`config.mk`:
```
export PLATFORM = sky130hd
export DESIGN_NAME = attitude_sensor_fusion
export DESIGN_NICKNAME = d
export VERILOG_FILES = /design/src/hdl/attsf_pkg.sv /design/src/hdl/attsf_mul.sv /design/src/hdl/attsf_core.sv /design/src/hdl/attitude_sensor_fusion.sv
export SDC_FILE = /design/constraint.sdc
export NUM_CORES = 2
export LEC_CHECK = 0
export BUFFER_PORTS_ARGS = -buffer_cell sky130_fd_sc_hd__buf_4
export CORE_MARGIN = 2
export CORE_UTILIZATION = 65
export DETAILED_ROUTE_END_ITERATION = 8
export PLACE_DENSITY = 0.82
export REMOVE_ABC_BUFFERS = 1
export SLEW_MARGIN = 20
export SYNTH_ARGS = -nofsm -noshare
export SYNTH_HDL_FRONTEND = slang
export SYNTH_HIERARCHICAL = 1
export SYNTH_SLANG_ARGS = --single-unit
```
`constraint.sdc`:
```
create_clock -name clock -period 11.6 [get_ports clock]
set_clock_uncertainty 0.1 [all_clocks]
set_input_delay 1.16 -clock clock [delete_from_list [all_inputs] [get_ports clock]]
set_output_delay 1.16 -clock clock [all_outputs]
set_load 0.02 [all_outputs]
```
`src/hdl/attsf_pkg.sv`:
```
// Shared types and constants of the attitude sensor fusion block.
// Fixed-point coefficients, reciprocal constants and the port structures.
// Depends on nothing; every other file of the block imports it.
package attsf_pkg;

   // Fixed-point format of the filter and fusion state.
   localparam int FRAC_BITS = 14;
   localparam longint ONE = longint'(1) << FRAC_BITS;

   // Coefficients are given at 14 fractional bits and rescaled, truncating.
   localparam longint CO_B1   = (-6763 * ONE) / 16384;
   localparam longint CO_B2   = (18727 * ONE) / 16384;
   localparam longint CO_GAIN = (242890 * ONE) / 16384;
   localparam longint CO_KR   = (377 * ONE) / 16384;

   // Raw samples are divided by 64 before the gain division.
   localparam int RAW_W     = 16;
   localparam int PRE_SHIFT = 6;
   localparam int SMAG_W    = RAW_W - PRE_SHIFT;
   localparam int NG_W      = SMAG_W + 2 * FRAC_BITS;

   // Reciprocals for the divisions by constants. The estimate is at most one
   // below the true quotient, and a single correction step fixes it.
   localparam int     GAIN_SHIFT = 12;
   localparam longint GAIN_RECIP = (longint'(1) << (2 * FRAC_BITS + GAIN_SHIFT)) / CO_GAIN;
   localparam longint BIAS_DIV   = 1000;
   localparam longint BIAS_DIV2  = BIAS_DIV * BIAS_DIV;
   localparam int     BIAS_SHIFT = 50;
   localparam longint BIAS_RECIP = (longint'(1) << BIAS_SHIFT) / BIAS_DIV2;

   // Shared multiplier size.
   localparam int MUL_W  = 33;
   localparam int PROD_W = 2 * MUL_W;

   // Stream word widths.
   localparam int ANGLE_W = 18;
   localparam int REQ_W   = 80;
   localparam int RSP_W   = 136;

   typedef struct packed {
      logic signed [RAW_W-1:0] accel_y;
      logic signed [RAW_W-1:0] accel_x;
      logic signed [RAW_W-1:0] yaw_rate_raw;
      logic signed [RAW_W-1:0] pitch_rate_raw;
      logic signed [RAW_W-1:0] roll_rate_raw;
   } attsf_sample_type;

   typedef struct packed {
      logic signed [31:0]        yaw_rate_filtered;
      logic signed [31:0]        pitch_rate_corr;
      logic signed [31:0]        roll_rate_corr;
      logic signed [ANGLE_W-1:0] pitch_angle;
      logic signed [ANGLE_W-1:0] roll_angle;
   } attsf_result_type;

   typedef struct packed {
      logic start;
      logic out_free;
   } attsf_ctl_type;

   typedef struct packed {
      logic idle;
      logic done;
   } attsf_sts_type;

   typedef struct packed {
      logic signed [31:0] x_old;
      logic signed [31:0] x_new;
      logic signed [31:0] y_old;
      logic signed [31:0] y_new;
   } attsf_hist_type;

endpackage

```
`src/hdl/attsf_mul.sv`:
```
// Shared signed multiplier with a registered product.
// Depends on attsf_pkg for the operand and product widths.
module attsf_mul (
   input  logic                               clock,
   input  logic                               en,
   input  logic signed [attsf_pkg::MUL_W-1:0]  a,
   input  logic signed [attsf_pkg::MUL_W-1:0]  b,
   output logic signed [attsf_pkg::PROD_W-1:0] prod
);
   import attsf_pkg::*;

   logic signed [PROD_W-1:0] prod_ff;
   logic signed [PROD_W-1:0] prod_in;

   assign prod_in = a * b;
   assign prod    = prod_ff;

   always_ff @(posedge clock) begin
      if (en) begin
         prod_ff <= prod_in;
      end
   end

endmodule

```
`src/hdl/attsf_core.sv`:
```
// Sequencer and datapath of the attitude sensor fusion block: three biquads
// and two complementary filters, all products through one attsf_mul.
// Depends on attsf_pkg and attsf_mul.
module attsf_core (
   input  logic                         clock,
   input  logic                         reset,
   input  attsf_pkg::attsf_ctl_type     ctl,
   input  attsf_pkg::attsf_sample_type  sample,
   output attsf_pkg::attsf_sts_type     sts,
   output attsf_pkg::attsf_result_type  result
);
   import attsf_pkg::*;

   localparam int ST_W = 5;
   localparam logic [ST_W-1:0] ST_IDLE   = 5'd0;
   localparam logic [ST_W-1:0] ST_G_MUL1 = 5'd1;
   localparam logic [ST_W-1:0] ST_G_Q0   = 5'd2;
   localparam logic [ST_W-1:0] ST_G_MUL2 = 5'd3;
   localparam logic [ST_W-1:0] ST_G_FIX  = 5'd4;
   localparam logic [ST_W-1:0] ST_B_MUL1 = 5'd5;
   localparam logic [ST_W-1:0] ST_B_T1   = 5'd6;
   localparam logic [ST_W-1:0] ST_B_MUL2 = 5'd7;
   localparam logic [ST_W-1:0] ST_B_T2   = 5'd8;
   localparam logic [ST_W-1:0] ST_B_END  = 5'd9;
   localparam logic [ST_W-1:0] ST_F_R    = 5'd10;
   localparam logic [ST_W-1:0] ST_F_MUL1 = 5'd11;
   localparam logic [ST_W-1:0] ST_F_T    = 5'd12;
   localparam logic [ST_W-1:0] ST_F_A    = 5'd13;
   localparam logic [ST_W-1:0] ST_F_D1   = 5'd14;
   localparam logic [ST_W-1:0] ST_F_AC   = 5'd15;
   localparam logic [ST_W-1:0] ST_F_D2   = 5'd16;
   localparam logic [ST_W-1:0] ST_F_ABS  = 5'd17;
   localparam logic [ST_W-1:0] ST_F_MUL2 = 5'd18;
   localparam logic [ST_W-1:0] ST_F_Q0   = 5'd19;
   localparam logic [ST_W-1:0] ST_F_MUL3 = 5'd20;
   localparam logic [ST_W-1:0] ST_F_FIX  = 5'd21;
   localparam logic [ST_W-1:0] ST_F_END  = 5'd22;
   localparam logic [ST_W-1:0] ST_DONE   = 5'd23;

   localparam logic [1:0] LAST_FILT = 2'd2;

   // Truncating division of a product by 2^FRAC_BITS, kept to 32 bits.
   function automatic logic signed [31:0] qdiv(input logic signed [PROD_W-1:0] p);
      logic [FRAC_BITS+31:0] low;
      logic [FRAC_BITS+31:0] sum;
      low = p[FRAC_BITS+31:0];
      sum = low + (p[PROD_W-1] ? {{32{1'b0}}, {FRAC_BITS{1'b1}}} : '0);
      return $signed(sum[FRAC_BITS+31:FRAC_BITS]);
   endfunction

   // Integer part of a Q angle, rounded toward zero.
   function automatic logic signed [ANGLE_W-1:0] qint(input logic signed [31:0] v);
      logic signed [31:0] sum;
      logic signed [31:0] shifted;
      sum     = v + (v[31] ? 32'(ONE - 1) : 32'sd0);
      shifted = sum >>> FRAC_BITS;
      return shifted[ANGLE_W-1:0];
   endfunction

   logic [ST_W-1:0]       state_ff, state_in;
   logic [1:0]            filt_ff, filt_in;
   logic                  axis_ff, axis_in;
   attsf_sample_type      smp_ff, smp_in;

   // Histories rotate after each biquad so the active filter always sits in
   // entry 0; after all three the original order is back.
   attsf_hist_type        hist_ff [3];
   attsf_hist_type        hist_in [3];
   // Angle and bias rotate the same way between the two axes.
   logic signed [31:0]    ang_ff [2];
   logic signed [31:0]    ang_in [2];
   logic signed [31:0]    bias_ff [2];
   logic signed [31:0]    bias_in [2];
   logic signed [31:0]    rout_ff [2];
   logic signed [31:0]    rout_in [2];

   logic [31:0]           q_ff, q_in;
   logic signed [31:0]    xn_ff, xn_in;
   logic signed [31:0]    acc_ff, acc_in;
   logic signed [31:0]    term_ff, term_in;
   logic signed [31:0]    rcur_ff, rcur_in;
   logic signed [31:0]    a_ff, a_in;
   logic signed [31:0]    d_ff, d_in;
   logic [31:0]           dmag_ff, dmag_in;
   logic                  dneg_ff, dneg_in;

   logic                      done_pulse;
   logic                      mul_en;
   logic signed [MUL_W-1:0]   mul_a;
   logic signed [MUL_W-1:0]   mul_b;
   logic signed [PROD_W-1:0]  prod;

   logic signed [RAW_W-1:0]   raw_sel;
   logic signed [RAW_W-1:0]   raw_shr;
   logic [SMAG_W-1:0]         smag;
   logic                      sneg;
   logic [NG_W-1:0]           gain_num;
   logic [NG_W-1:0]           gain_rem;
   logic [32:0]               bias_rem;
   logic signed [RAW_W-1:0]   rate_sel;
   logic signed [31:0]        rate_q;
   logic signed [31:0]        ref_sel;
   logic signed [31:0]        dq;

   attsf_mul u_mul (
      .clock (clock),
      .en    (mul_en),
      .a     (mul_a),
      .b     (mul_b),
      .prod  (prod)
   );

   always_comb begin
      case (filt_ff)
         2'd0:    raw_sel = smp_ff.yaw_rate_raw;
         2'd1:    raw_sel = smp_ff.accel_x;
         default: raw_sel = smp_ff.accel_y;
      endcase
   end

   // Floor division by 64, then sign and magnitude of the scaled input.
   assign raw_shr  = raw_sel >>> PRE_SHIFT;
   assign sneg     = raw_sel[RAW_W-1];
   assign smag     = sneg ? (~raw_shr[SMAG_W-1:0] + 1'b1) : raw_shr[SMAG_W-1:0];
   assign gain_num = {smag, {(2 * FRAC_BITS){1'b0}}};
   assign gain_rem = gain_num - prod[NG_W-1:0];
   assign bias_rem = {1'b0, dmag_ff} - prod[32:0];

   assign rate_sel = axis_ff ? smp_ff.pitch_rate_raw : smp_ff.roll_rate_raw;
   assign rate_q   = 32'(rate_sel) <<< FRAC_BITS;
   // Roll follows the filtered Y acceleration, pitch the filtered X one.
   assign ref_sel  = axis_ff ? hist_ff[1].y_new : hist_ff[2].y_new;
   assign dq       = dneg_ff ? -$signed(q_ff) : $signed(q_ff);

   always_comb begin
      state_in   = state_ff;
      filt_in    = filt_ff;
      axis_in    = axis_ff;
      smp_in     = smp_ff;
      hist_in    = hist_ff;
      ang_in     = ang_ff;
      bias_in    = bias_ff;
      rout_in    = rout_ff;
      q_in       = q_ff;
      xn_in      = xn_ff;
      acc_in     = acc_ff;
      term_in    = term_ff;
      rcur_in    = rcur_ff;
      a_in       = a_ff;
      d_in       = d_ff;
      dmag_in    = dmag_ff;
      dneg_in    = dneg_ff;
      mul_en     = 1'b0;
      mul_a      = '0;
      mul_b      = '0;
      done_pulse = 1'b0;

      case (state_ff)
         ST_IDLE: begin
            if (ctl.start) begin
               smp_in   = sample;
               filt_in  = 2'd0;
               axis_in  = 1'b0;
               state_in = ST_G_MUL1;
            end
         end
         ST_G_MUL1: begin
            mul_en   = 1'b1;
            mul_a    = $signed({{(MUL_W - SMAG_W){1'b0}}, smag});
            mul_b    = MUL_W'(GAIN_RECIP);
            state_in = ST_G_Q0;
         end
         ST_G_Q0: begin
            q_in     = prod[GAIN_SHIFT+31:GAIN_SHIFT];
            state_in = ST_G_MUL2;
         end
         ST_G_MUL2: begin
            mul_en   = 1'b1;
            mul_a    = $signed({1'b0, q_ff});
            mul_b    = MUL_W'(CO_GAIN);
            state_in = ST_G_FIX;
         end
         ST_G_FIX: begin
            if (gain_rem >= NG_W'(CO_GAIN)) begin
               q_in = q_ff + 32'd1;
            end
            state_in = ST_B_MUL1;
         end
         ST_B_MUL1: begin
            xn_in    = sneg ? -$signed(q_ff) : $signed(q_ff);
            mul_en   = 1'b1;
            mul_a    = MUL_W'(CO_B1);
            mul_b    = MUL_W'(hist_ff[0].y_old);
            state_in = ST_B_T1;
         end
         ST_B_T1: begin
            term_in  = qdiv(prod);
            // The feed-forward taps are exact multiples of one.
            acc_in   = hist_ff[0].x_old + (hist_ff[0].x_new <<< 1) + xn_ff;
            state_in = ST_B_MUL2;
         end
         ST_B_MUL2: begin
            acc_in   = acc_ff + term_ff;
            mul_en   = 1'b1;
            mul_a    = MUL_W'(CO_B2);
            mul_b    = MUL_W'(hist_ff[0].y_new);
            state_in = ST_B_T2;
         end
         ST_B_T2: begin
            term_in  = qdiv(prod);
            state_in = ST_B_END;
         end
         ST_B_END: begin
            hist_in[0]       = hist_ff[1];
            hist_in[1]       = hist_ff[2];
            hist_in[2].x_old = hist_ff[0].x_new;
            hist_in[2].x_new = xn_ff;
            hist_in[2].y_old = hist_ff[0].y_new;
            hist_in[2].y_new = acc_ff + term_ff;
            if (filt_ff == LAST_FILT) begin
               filt_in  = 2'd0;
               state_in = ST_F_R;
            end else begin
               filt_in  = filt_ff + 2'd1;
               state_in = ST_G_MUL1;
            end
         end
         ST_F_R: begin
            rcur_in  = rate_q - bias_ff[0];
            state_in = ST_F_MUL1;
         end
         ST_F_MUL1: begin
            mul_en   = 1'b1;
            mul_a    = MUL_W'(rcur_ff);
            mul_b    = MUL_W'(CO_KR);
            state_in = ST_F_T;
         end
         ST_F_T: begin
            term_in  = qdiv(prod);
            state_in = ST_F_A;
         end
         ST_F_A: begin
            a_in     = ang_ff[0] + term_ff;
            state_in = ST_F_D1;
         end
         ST_F_D1: begin
            d_in     = a_ff - ref_sel;
            state_in = ST_F_AC;
         end
         ST_F_AC: begin
            // The correction gain is one eighth, divided toward zero.
            a_in     = a_ff - ((d_ff + (d_ff[31] ? 32'sd7 : 32'sd0)) >>> 3);
            state_in = ST_F_D2;
         end
         ST_F_D2: begin
            d_in     = a_ff - ref_sel;
            state_in = ST_F_ABS;
         end
         ST_F_ABS: begin
            dneg_in  = d_ff[31];
            dmag_in  = d_ff[31] ? -d_ff : d_ff;
            state_in = ST_F_MUL2;
         end
         ST_F_MUL2: begin
            mul_en   = 1'b1;
            mul_a    = $signed({1'b0, dmag_ff});
            mul_b    = MUL_W'(BIAS_RECIP);
            state_in = ST_F_Q0;
         end
         ST_F_Q0: begin
            q_in     = 32'(prod[PROD_W-2:BIAS_SHIFT]);
            state_in = ST_F_MUL3;
         end
         ST_F_MUL3: begin
            mul_en   = 1'b1;
            mul_a    = $signed({1'b0, q_ff});
            mul_b    = MUL_W'(BIAS_DIV2);
            state_in = ST_F_FIX;
         end
         ST_F_FIX: begin
            if (bias_rem >= 33'(BIAS_DIV2)) begin
               q_in = q_ff + 32'd1;
            end
            state_in = ST_F_END;
         end
         ST_F_END: begin
            ang_in[0]        = ang_ff[1];
            ang_in[1]        = a_ff;
            bias_in[0]       = bias_ff[1];
            bias_in[1]       = bias_ff[0] + dq;
            rout_in[axis_ff] = rcur_ff;
            if (axis_ff) begin
               state_in = ST_DONE;
            end else begin
               axis_in  = 1'b1;
               state_in = ST_F_R;
            end
         end
         ST_DONE: begin
            if (ctl.out_free) begin
               done_pulse = 1'b1;
               state_in   = ST_IDLE;
            end
         end
         default: begin
            state_in = ST_IDLE;
         end
      endcase
   end

   assign sts.idle = (state_ff == ST_IDLE);
   assign sts.done = done_pulse;

   assign result.roll_angle        = qint(ang_ff[0]);
   assign result.pitch_angle       = qint(ang_ff[1]);
   assign result.roll_rate_corr    = rout_ff[0];
   assign result.pitch_rate_corr   = rout_ff[1];
   assign result.yaw_rate_filtered = hist_ff[0].y_new;

   always_ff @(posedge clock) begin
      if (reset) begin
         state_ff <= ST_IDLE;
         filt_ff  <= 2'd0;
         axis_ff  <= 1'b0;
         hist_ff  <= '{default: '0};
         ang_ff   <= '{default: '0};
         bias_ff  <= '{default: '0};
      end else begin
         state_ff <= state_in;
         filt_ff  <= filt_in;
         axis_ff  <= axis_in;
         hist_ff  <= hist_in;
         ang_ff   <= ang_in;
         bias_ff  <= bias_in;
      end
   end

   always_ff @(posedge clock) begin
      smp_ff  <= smp_in;
      rout_ff <= rout_in;
      q_ff    <= q_in;
      xn_ff   <= xn_in;
      acc_ff  <= acc_in;
      term_ff <= term_in;
      rcur_ff <= rcur_in;
      a_ff    <= a_in;
      d_ff    <= d_in;
      dmag_ff <= dmag_in;
      dneg_ff <= dneg_in;
   end

endmodule

```
`src/hdl/attitude_sensor_fusion.sv`:
```
// Attitude sensor fusion: one raw IMU sample per input word gives one word of
// fused roll and pitch angles, bias-corrected rates and filtered yaw rate.
// The three low-pass biquads (yaw rate, X and Y acceleration) and the two
// complementary filters run in sequence on one shared 33 by 33 multiplier,
// stepped by a small sequencer; every product is followed by a step that shifts,
// corrects or accumulates it. The block finishes each accepted sample, with
// eighteen products, each with its follow-up step, plus the add and compare
// steps of the fusion, before it takes the next one. req_tready is high only
// while the sequencer is idle. A finished result waits in the output register,
// so the next sample is taken while the previous result has not yet been read.
// Depends on attsf_pkg and attsf_core.
module attitude_sensor_fusion (
   input  logic                        clock,
   input  logic                        reset,
   input  logic                        req_tvalid,
   output logic                        req_tready,
   // roll_rate_raw, pitch_rate_raw, yaw_rate_raw, accel_x, accel_y (16 bits each)
   input  logic [attsf_pkg::REQ_W-1:0] req_tdata,
   output logic                        rsp_tvalid,
   input  logic                        rsp_tready,
   // roll_angle (18), pitch_angle (18), roll_rate_corr (32), pitch_rate_corr (32),
   // yaw_rate_filtered (32), four zero bits
   output logic [attsf_pkg::RSP_W-1:0] rsp_tdata
);
   import attsf_pkg::*;

   localparam int RES_W = $bits(attsf_result_type);

   attsf_ctl_type    ctl;
   attsf_sts_type    sts;
   attsf_sample_type sample;
   attsf_result_type result;

   logic             rsp_valid_ff, rsp_valid_in;
   logic [RSP_W-1:0] rsp_data_ff, rsp_data_in;

   assign sample     = req_tdata;
   assign req_tready = sts.idle;
   assign ctl.start  = req_tvalid & sts.idle;
   assign ctl.out_free = ~rsp_valid_ff | rsp_tready;

   attsf_core u_core (
      .clock  (clock),
      .reset  (reset),
      .ctl    (ctl),
      .sample (sample),
      .sts    (sts),
      .result (result)
   );

   always_comb begin
      rsp_valid_in = rsp_valid_ff;
      rsp_data_in  = rsp_data_ff;
      if (sts.done) begin
         rsp_valid_in = 1'b1;
         rsp_data_in  = {{(RSP_W - RES_W){1'b0}}, result};
      end else if (rsp_tready) begin
         rsp_valid_in = 1'b0;
      end
   end

   always_ff @(posedge clock) begin
      if (reset) begin
         rsp_valid_ff <= 1'b0;
      end else begin
         rsp_valid_ff <= rsp_valid_in;
      end
   end

   always_ff @(posedge clock) begin
      rsp_data_ff <= rsp_data_in;
   end

   assign rsp_tvalid = rsp_valid_ff;
   assign rsp_tdata  = rsp_data_ff;

endmodule

```
======== After elaboration in Yosys (flattened, before gate mapping) ========
Cells that the tools add are included.
storage, ports and cells
  bits of input ports ..................... 84
  logic and storage cells ................. 151
  flip-flop bits (word level) ............. 1120
operators by class
  reduce and logical (&&, ||, !) cells .... 18
  mux-type cells .......................... 36
  multiply operators ...................... 1
  eq/ne operators ......................... 29
  $add $sub $neg .......................... 19
  $lt $le $gt $ge ......................... 4
  bitwise operators ....................... 5
operators by type and width
  operator               number
  $pmux 33 s7            1
  $add 32x32->32         7
  $pmux 33 s6            1
  $mux 32                6
  $pmux 32 s2            2
  $pmux 32 s4            1
  $pmux 5 s24            1
  $mul 33x33->66         1
  $bwmux 64              1
  $neg 32->32            2
  $add 46x46->46         1
  $mux 14                3
  $eq 5x4->1 const B     8
  $eq 5x5->1 const B     8
  $ge 38x18->1 const B   1
  $sub 38x38->38         1
  $ge 33x20->1 const B   1
  $sub 32x33->33         1
  $add 32x1->32 const B  1
  $add 32x4->32          1
  $demux 32 s1           1
  $pmux 16 s2            1
  $sub 30x32->32         1
  $sub 32x29->32         1
  other kinds (37)       59

======== Depth between registers and ports, before layout ========
  depth after elaboration ................. 9
  gate-level depth with buffers ........... 40
  gate-level depth less buffers ........... 36

======== Cells and area by module ========
The synthesis kept the hierarchy.
modules (own cells, without submodules)
  module                  instances  sequential area each (µm²)  area each (µm²)  cells an instance
  attsf_core              1          21911.0                     50679.9          5763
  attsf_mul               1          1981.9                      41084.4          4316
  attitude_sensor_fusion  1          3983.8                      4050.1           142

======== Worst setup path before layout ========
No wires, ideal clock.
  kind .................................... register to register
  from .................................... reg u_core.state_ff[2]
  to ...................................... reg u_core.u_mul.prod_ff[62] (netlist: u_core/u_mul/prod[62]) (data pin)
  path buffers ............................ 4
  stages on the path, launching flop included .. 32
  path slack .............................. 1689 ps
  arrival ................................. 9545 ps
  required time ........................... 11234 ps
  clock period less this slack ............ 9911 ps
  cell sequence ........................... dfxtp_1 clkbuf_1 inv_1 or3_1 nor2_1 clkbuf_1 buf_1 a22oi_1 nand2_1 clkbuf_1 nand2_1 fa_1 fa_1 fa_1 inv_1 fa_1 fa_1 fa_1 fa_1 inv_1 fa_1 inv_1 ha_1 a21o_1 a21o_1 a21oi_1 o21bai_1 a21o_1 a21o_1 a21oi_1 and2_1 a211oi_1
RTL lines
  item                                      RTL line           RTL
  from (decl)                               attsf_core.sv:60   logic [ST_W-1:0] state_ff, state_in;
  from (signal assigned)                    attsf_core.sv:329  state_ff <= state_in;
  $eq 5x5->1, or another cell as far along  attsf_core.sv:158  case (state_ff)
  $pmux 33 s7 (*)                           attsf_core.sv:158
  net u_core.mul_b[14]                      attsf_core.sv:90   logic signed [MUL_W-1:0] mul_b;
  $mul 33x33->66 (*)                        attsf_mul.sv:15    assign prod_in = a * b;
  net u_core.u_mul.prod_in[62]              attsf_mul.sv:13    logic signed [PROD_W-1:0] prod_in;
  to (signal assigned)                      attsf_mul.sv:20    prod_ff <= prod_in;
  to (decl)                                 attsf_mul.sv:12    logic signed [PROD_W-1:0] prod_ff;
The timed path passes the listed nets; every way through them passes the cells marked *.
A chain may end at the register's enable or synchronous reset.

======== Worst setup path after layout ========
  from .................................... reg u_core.filt_ff[0]
  to ...................................... reg u_core.u_mul.prod_ff[64] (netlist: u_core/u_mul/prod[64]) (data pin)
between the ends
  cells in the longest elaborated chain, start to end .. 7
ends and longest elaborated chain
  item                                           RTL line           RTL
  from (decl)                                    attsf_core.sv:61   logic [1:0] filt_ff, filt_in;
  from (signal assigned)                         attsf_core.sv:330  filt_ff <= filt_in;
  $eq 2x1->1 or $logic_not 2->1 (tied branches)  attsf_core.sv:114  case (filt_ff)
  $pmux 16 s2 (*)                                attsf_core.sv:114
  $not 10->10                                    attsf_core.sv:124  assign smag = sneg ? (~raw_shr[SMAG_W-1:0] + 1'b1) : raw_shr[SMAG_W-1:0];
  $add 10x1->10                                  attsf_core.sv:124
  $mux 10 (*)                                    attsf_core.sv:124
  $pmux 33 s6 (*)                                attsf_core.sv:158
  net u_core.mul_a[9]                            attsf_core.sv:89   logic signed [MUL_W-1:0] mul_a;
  $mul 33x33->66 (*)                             attsf_mul.sv:15
  net u_core.u_mul.prod_in[64]                   attsf_mul.sv:13
Marked as above.

==> run_summary.xml <==
<?xml version="1.0" encoding="UTF-8"?>
<metrics>
  <group name="outcome">
    <metric name="status" unit="">finished, final reports clean</metric>
  </group>
  <group name="floorplan">
    <metric name="dieHeight" unit="um">388</metric>
    <metric name="floorplan.initialDensity" unit="">0.656</metric>
    <metric name="floorplan.die_area" unit="mm^2">0.150</metric>
    <metric name="rows" unit="">140</metric>
    <metric name="io-pin-count" unit="">222</metric>
    <metric name="fp.dieW" unit="um">388</metric>
    <metric name="coreArea" unit="mm^2">0.146</metric>
  </group>
  <group name="cts">
    <metric name="cts_inserted_buffers" unit="">115</metric>
    <metric name="cts_resized" unit="">0</metric>
    <metric name="worst_setup_hold_path_clk_slew" unit="ps">60</metric>
    <metric name="clk_root_buffer_cell" unit="">sky130_fd_sc_hd__clkbuf_16</metric>
    <metric name="clock_tree_from_tritoncts" unit="">done</metric>
    <metric name="clk_sinks" unit="">1098</metric>
    <metric name="cts.hold.buffers_added" unit="">0</metric>
    <metric name="clock_tree.htree_level_count" unit="">3</metric>
    <metric name="worstSkewPairLatency" unit="ps">790</metric>
    <metric name="clockBufferDepth" unit="">3</metric>
    <metric name="postCtsSetupRepairBufs" unit="">0</metric>
  </group>
  <group name="detailed_routing">
    <metric name="post-route-drc-count" unit="">0</metric>
    <metric name="drt-pass1-iter-count" unit="">6</metric>
    <metric name="first_iter_violations" unit="">7501</metric>
    <metric name="routedWlPerCell" unit="um">23.6</metric>
    <metric name="detail-route-antenna-nets" unit="">0</metric>
    <metric name="viasPerCell" unit="">6.17</metric>
    <metric name="dr_total_vias" unit="">75000</metric>
    <metric name="route.final.wire_length" unit="mm">286</metric>
  </group>
  <group name="sta">
    <metric name="max_freq" unit="MHz">90.5</metric>
    <metric name="rsz0062_at_grt" unit="">no</metric>
    <metric name="minimum_clock_period_after_layout" unit="ps">11050</metric>
    <metric name="slew_headroom" unit="">0.218</metric>
    <metric name="layout_worst_path_cycle_share" unit="">0.953</metric>
    <metric name="setup_violations" unit="">0</metric>
    <metric name="tightest_slew" unit="ps">1170</metric>
    <metric name="maxSlewViolCount" unit="">0</metric>
    <metric name="finalHoldViolations" unit="">0</metric>
  </group>
  <group name="setup_path">
    <metric name="crit_top_cell" unit="">sky130_fd_sc_hd__fa_1</metric>
    <metric name="critical_path.endpoint" unit="">u_core/u_mul/prod[64]$_DFFE_PP_</metric>
    <metric name="required" unit="ps">12040</metric>
    <metric name="worst_path_max_delay_cell" unit="">sky130_fd_sc_hd__dfxtp_1</metric>
    <metric name="end_kind" unit="">flip-flop</metric>
    <metric name="cp_num_buf_inv" unit="">6</metric>
    <metric name="critical_path.top_delay_family" unit="">adder cells</metric>
    <metric name="setup_crit_start_kind" unit="">flip-flop</metric>
    <metric name="critical-path-max-stage-delay" unit="ps">880</metric>
    <metric name="path_depth" unit="">34</metric>
    <metric name="worst-r2r-setup-slack" unit="ps">550</metric>
    <metric name="crit-reg2reg-launch" unit="">u_core/filt_ff[0]$_SDFFE_PP0P_</metric>
    <metric name="worstSetupPathType" unit="">flip-flop to flip-flop</metric>
    <metric name="timing.critical_path.fanout_max" unit="">33</metric>
    <metric name="worst_setup_startpoint" unit="">u_core/filt_ff[0]$_SDFFE_PP0P_</metric>
    <metric name="r2r_cells" unit="">34</metric>
    <metric name="regToRegEndpoint" unit="">u_core/u_mul/prod[64]$_DFFE_PP_</metric>
    <metric name="timing.critical_path.arrival" unit="ps">11500</metric>
  </group>
  <group name="cells_and_area">
    <metric name="area_taken_by_multi_input_logic_gates" unit="mm^2">0.0610</metric>
    <metric name="num-fill-cells" unit="">10700</metric>
    <metric name="post_route_cells_drive_above_1_share" unit="">0.0642</metric>
    <metric name="ff_latch_area" unit="mm^2">0.0278</metric>
    <metric name="finish.net_count" unit="">11900</metric>
    <metric name="flow.area_growth_from_synthesis" unit="%">7.59</metric>
    <metric name="post-route-util" unit="">0.705</metric>
  </group>
  <group name="pwr">
    <metric name="p_total" unit="mW">12.9</metric>
    <metric name="vdd.ir_drop.worst" unit="mV">0.161</metric>
    <metric name="total_leakage_power" unit="nW">45.0</metric>
    <metric name="cellPowerDensity" unit="mW/mm^2">125</metric>
  </group>
  <group name="global_route">
    <metric name="grt_antenna_before_repair" unit="">12</metric>
    <metric name="grt_pass1_wl" unit="mm">438</metric>
    <metric name="total_routing_usage_reported_by_global_routing" unit="">0.381</metric>
    <metric name="grt_pass1_vias" unit="">76000</metric>
    <metric name="grt-ovfl-total" unit="">0</metric>
    <metric name="grt_start_max_net_pins" unit="">221</metric>
  </group>
  <group name="synthesis">
    <metric name="synth_area" unit="mm^2">0.0956</metric>
    <metric name="synthesis.area_per_instance" unit="um^2">9.37</metric>
    <metric name="synth_warnings" unit="">6</metric>
    <metric name="syn_inst" unit="">10200</metric>
  </group>
  <group name="min_path">
    <metric name="hold_class" unit="">flip-flop to flip-flop</metric>
    <metric name="hold-path-cell-count" unit="">2</metric>
  </group>
  <group name="place">
    <metric name="dp.final_hpwl" unit="mm">222</metric>
    <metric name="io_buffers" unit="">199</metric>
    <metric name="place_congestion" unit="">1.01</metric>
  </group>
  <group name="flow_run">
    <metric name="maxCapViolCount" unit="">0</metric>
  </group>
</metrics>
[layout make-up]
| type | instances | share of cell area |
|---|---|---|
| repair buffers | 362 | 0.0280 |
| multi-input cells | 7269 | 0.593 |
| well taps | 1917 | 0.0233 |
| clock buffers | 151 | 0.0314 |
| diodes | 2 | 0.0000486 |
| clock inverters | 66 | 0.00794 |
| flip-flops and latches | 1098 | 0.270 |
| inverters | 1283 | 0.0468 |
[routing by layer]
metal	vias to the layer above	part of all wire	wire length (um)	global-route usage
met4	4	0.059	16800	0.196
li1	33000	-	-	-
met1	37300	0.38	110000	0.505
met3	786	0.091	26000	0.0603
met2	3884	0.47	134000	0.612
met5	-	0.000073	21	0
[sequential cells by signal, indices dropped and copies added, names as in the netlist, 62 cells and up]
signal,flops
u_core/smp_ff,62
u_core/u_mul/prod,62
u_core/result,96
rsp_tdata,132
u_core/ang_ff,64
u_core/hist_ff,352
u_core/bias_ff,64
[report_power, final]
part	internal (mW)	switching (mW)	leakage (nW)	total, mW
Sequential	4.44	0.423	9.48	4.87
Combinational	1.31	2.78	33.6	4.09
Clock	2.25	1.67	1.98	3.93
[cell usage in the layout, fill, tap and decap left out, types with 39 or more instances in the layout]
cell type                      n
sky130_fd_sc_hd__and3_1       69
sky130_fd_sc_hd__o21ai_0     231
sky130_fd_sc_hd__buf_4       348
sky130_fd_sc_hd__nor3_1       88
sky130_fd_sc_hd__edfxtp_1    577
sky130_fd_sc_hd__or3_1        41
sky130_fd_sc_hd__a211oi_1     39
sky130_fd_sc_hd__ha_1        509
sky130_fd_sc_hd__nor2b_1      44
sky130_fd_sc_hd__nand4_1      45
sky130_fd_sc_hd__dfxtp_1     520
sky130_fd_sc_hd__xor2_1      150
sky130_fd_sc_hd__mux2i_1      55
sky130_fd_sc_hd__o21bai_1     44
sky130_fd_sc_hd__a21o_1      154
sky130_fd_sc_hd__nand2b_1     50
sky130_fd_sc_hd__inv_1      1282
sky130_fd_sc_hd__nand3_1     102
sky130_fd_sc_hd__a31oi_1      46
sky130_fd_sc_hd__nor2_1      304
sky130_fd_sc_hd__nand2_1    1837
sky130_fd_sc_hd__a21oi_1     825
sky130_fd_sc_hd__clkbuf_16   119
sky130_fd_sc_hd__and2_1      581
sky130_fd_sc_hd__fa_1       1182
sky130_fd_sc_hd__xnor2_1     347
[worst register-to-register path, delay by kind of cell, from the launching register on]
kind | cells | cell delay (ps)
flip-flops | 1 | 880
AND/OR/NAND/NOR | 9 | 1990
multiplexers | 1 | 300
buffers and inverters | 6 | 780
adder cells (fa/ha/maj) | 9 | 4380
AO/OA/AOI/OAI | 9 | 2440
[worst min path at each step]
stage,slack [ps],end,from
final,300,u_core/hist_ff[195]$_SDFFE_PP0P_,u_core/hist_ff[67]$_SDFFE_PP0P_
after global placement,300,rsp_tdata[81]$_DFFE_PP_,u_core/result[81]$_DFFE_PP_
after floorplan,300,rsp_tdata[36]$_DFFE_PP_,u_core/result[36]$_DFFE_PP_
after global routing,300,u_core/hist_ff[195]$_SDFFE_PP0P_,u_core/hist_ff[67]$_SDFFE_PP0P_
after CTS,290,u_core/hist_ff[195]$_SDFFE_PP0P_,u_core/hist_ff[67]$_SDFFE_PP0P_
after detailed placement,300,rsp_tdata[36]$_DFFE_PP_,u_core/result[36]$_DFFE_PP_
[through the flow]
step / setup slack (ps) / cell area [um^2] / hold WS, ps / TNS (ps) / cells
floorplan: -2610 / 93400 / 300 / -640760 / 9650
global placement: 950 / 98800 / 302 / 0 / 11900
detailed placement: 804 / 98800 / 305 / 0 / 11900
CTS: 766 / 103000 / 288 / 0 / 12100
global route: 218 / 103000 / 303 / 0 / 12100
finish: 545 / 103000 / 298 / 0 / 12100
Power figures use the tool's default switching activity.
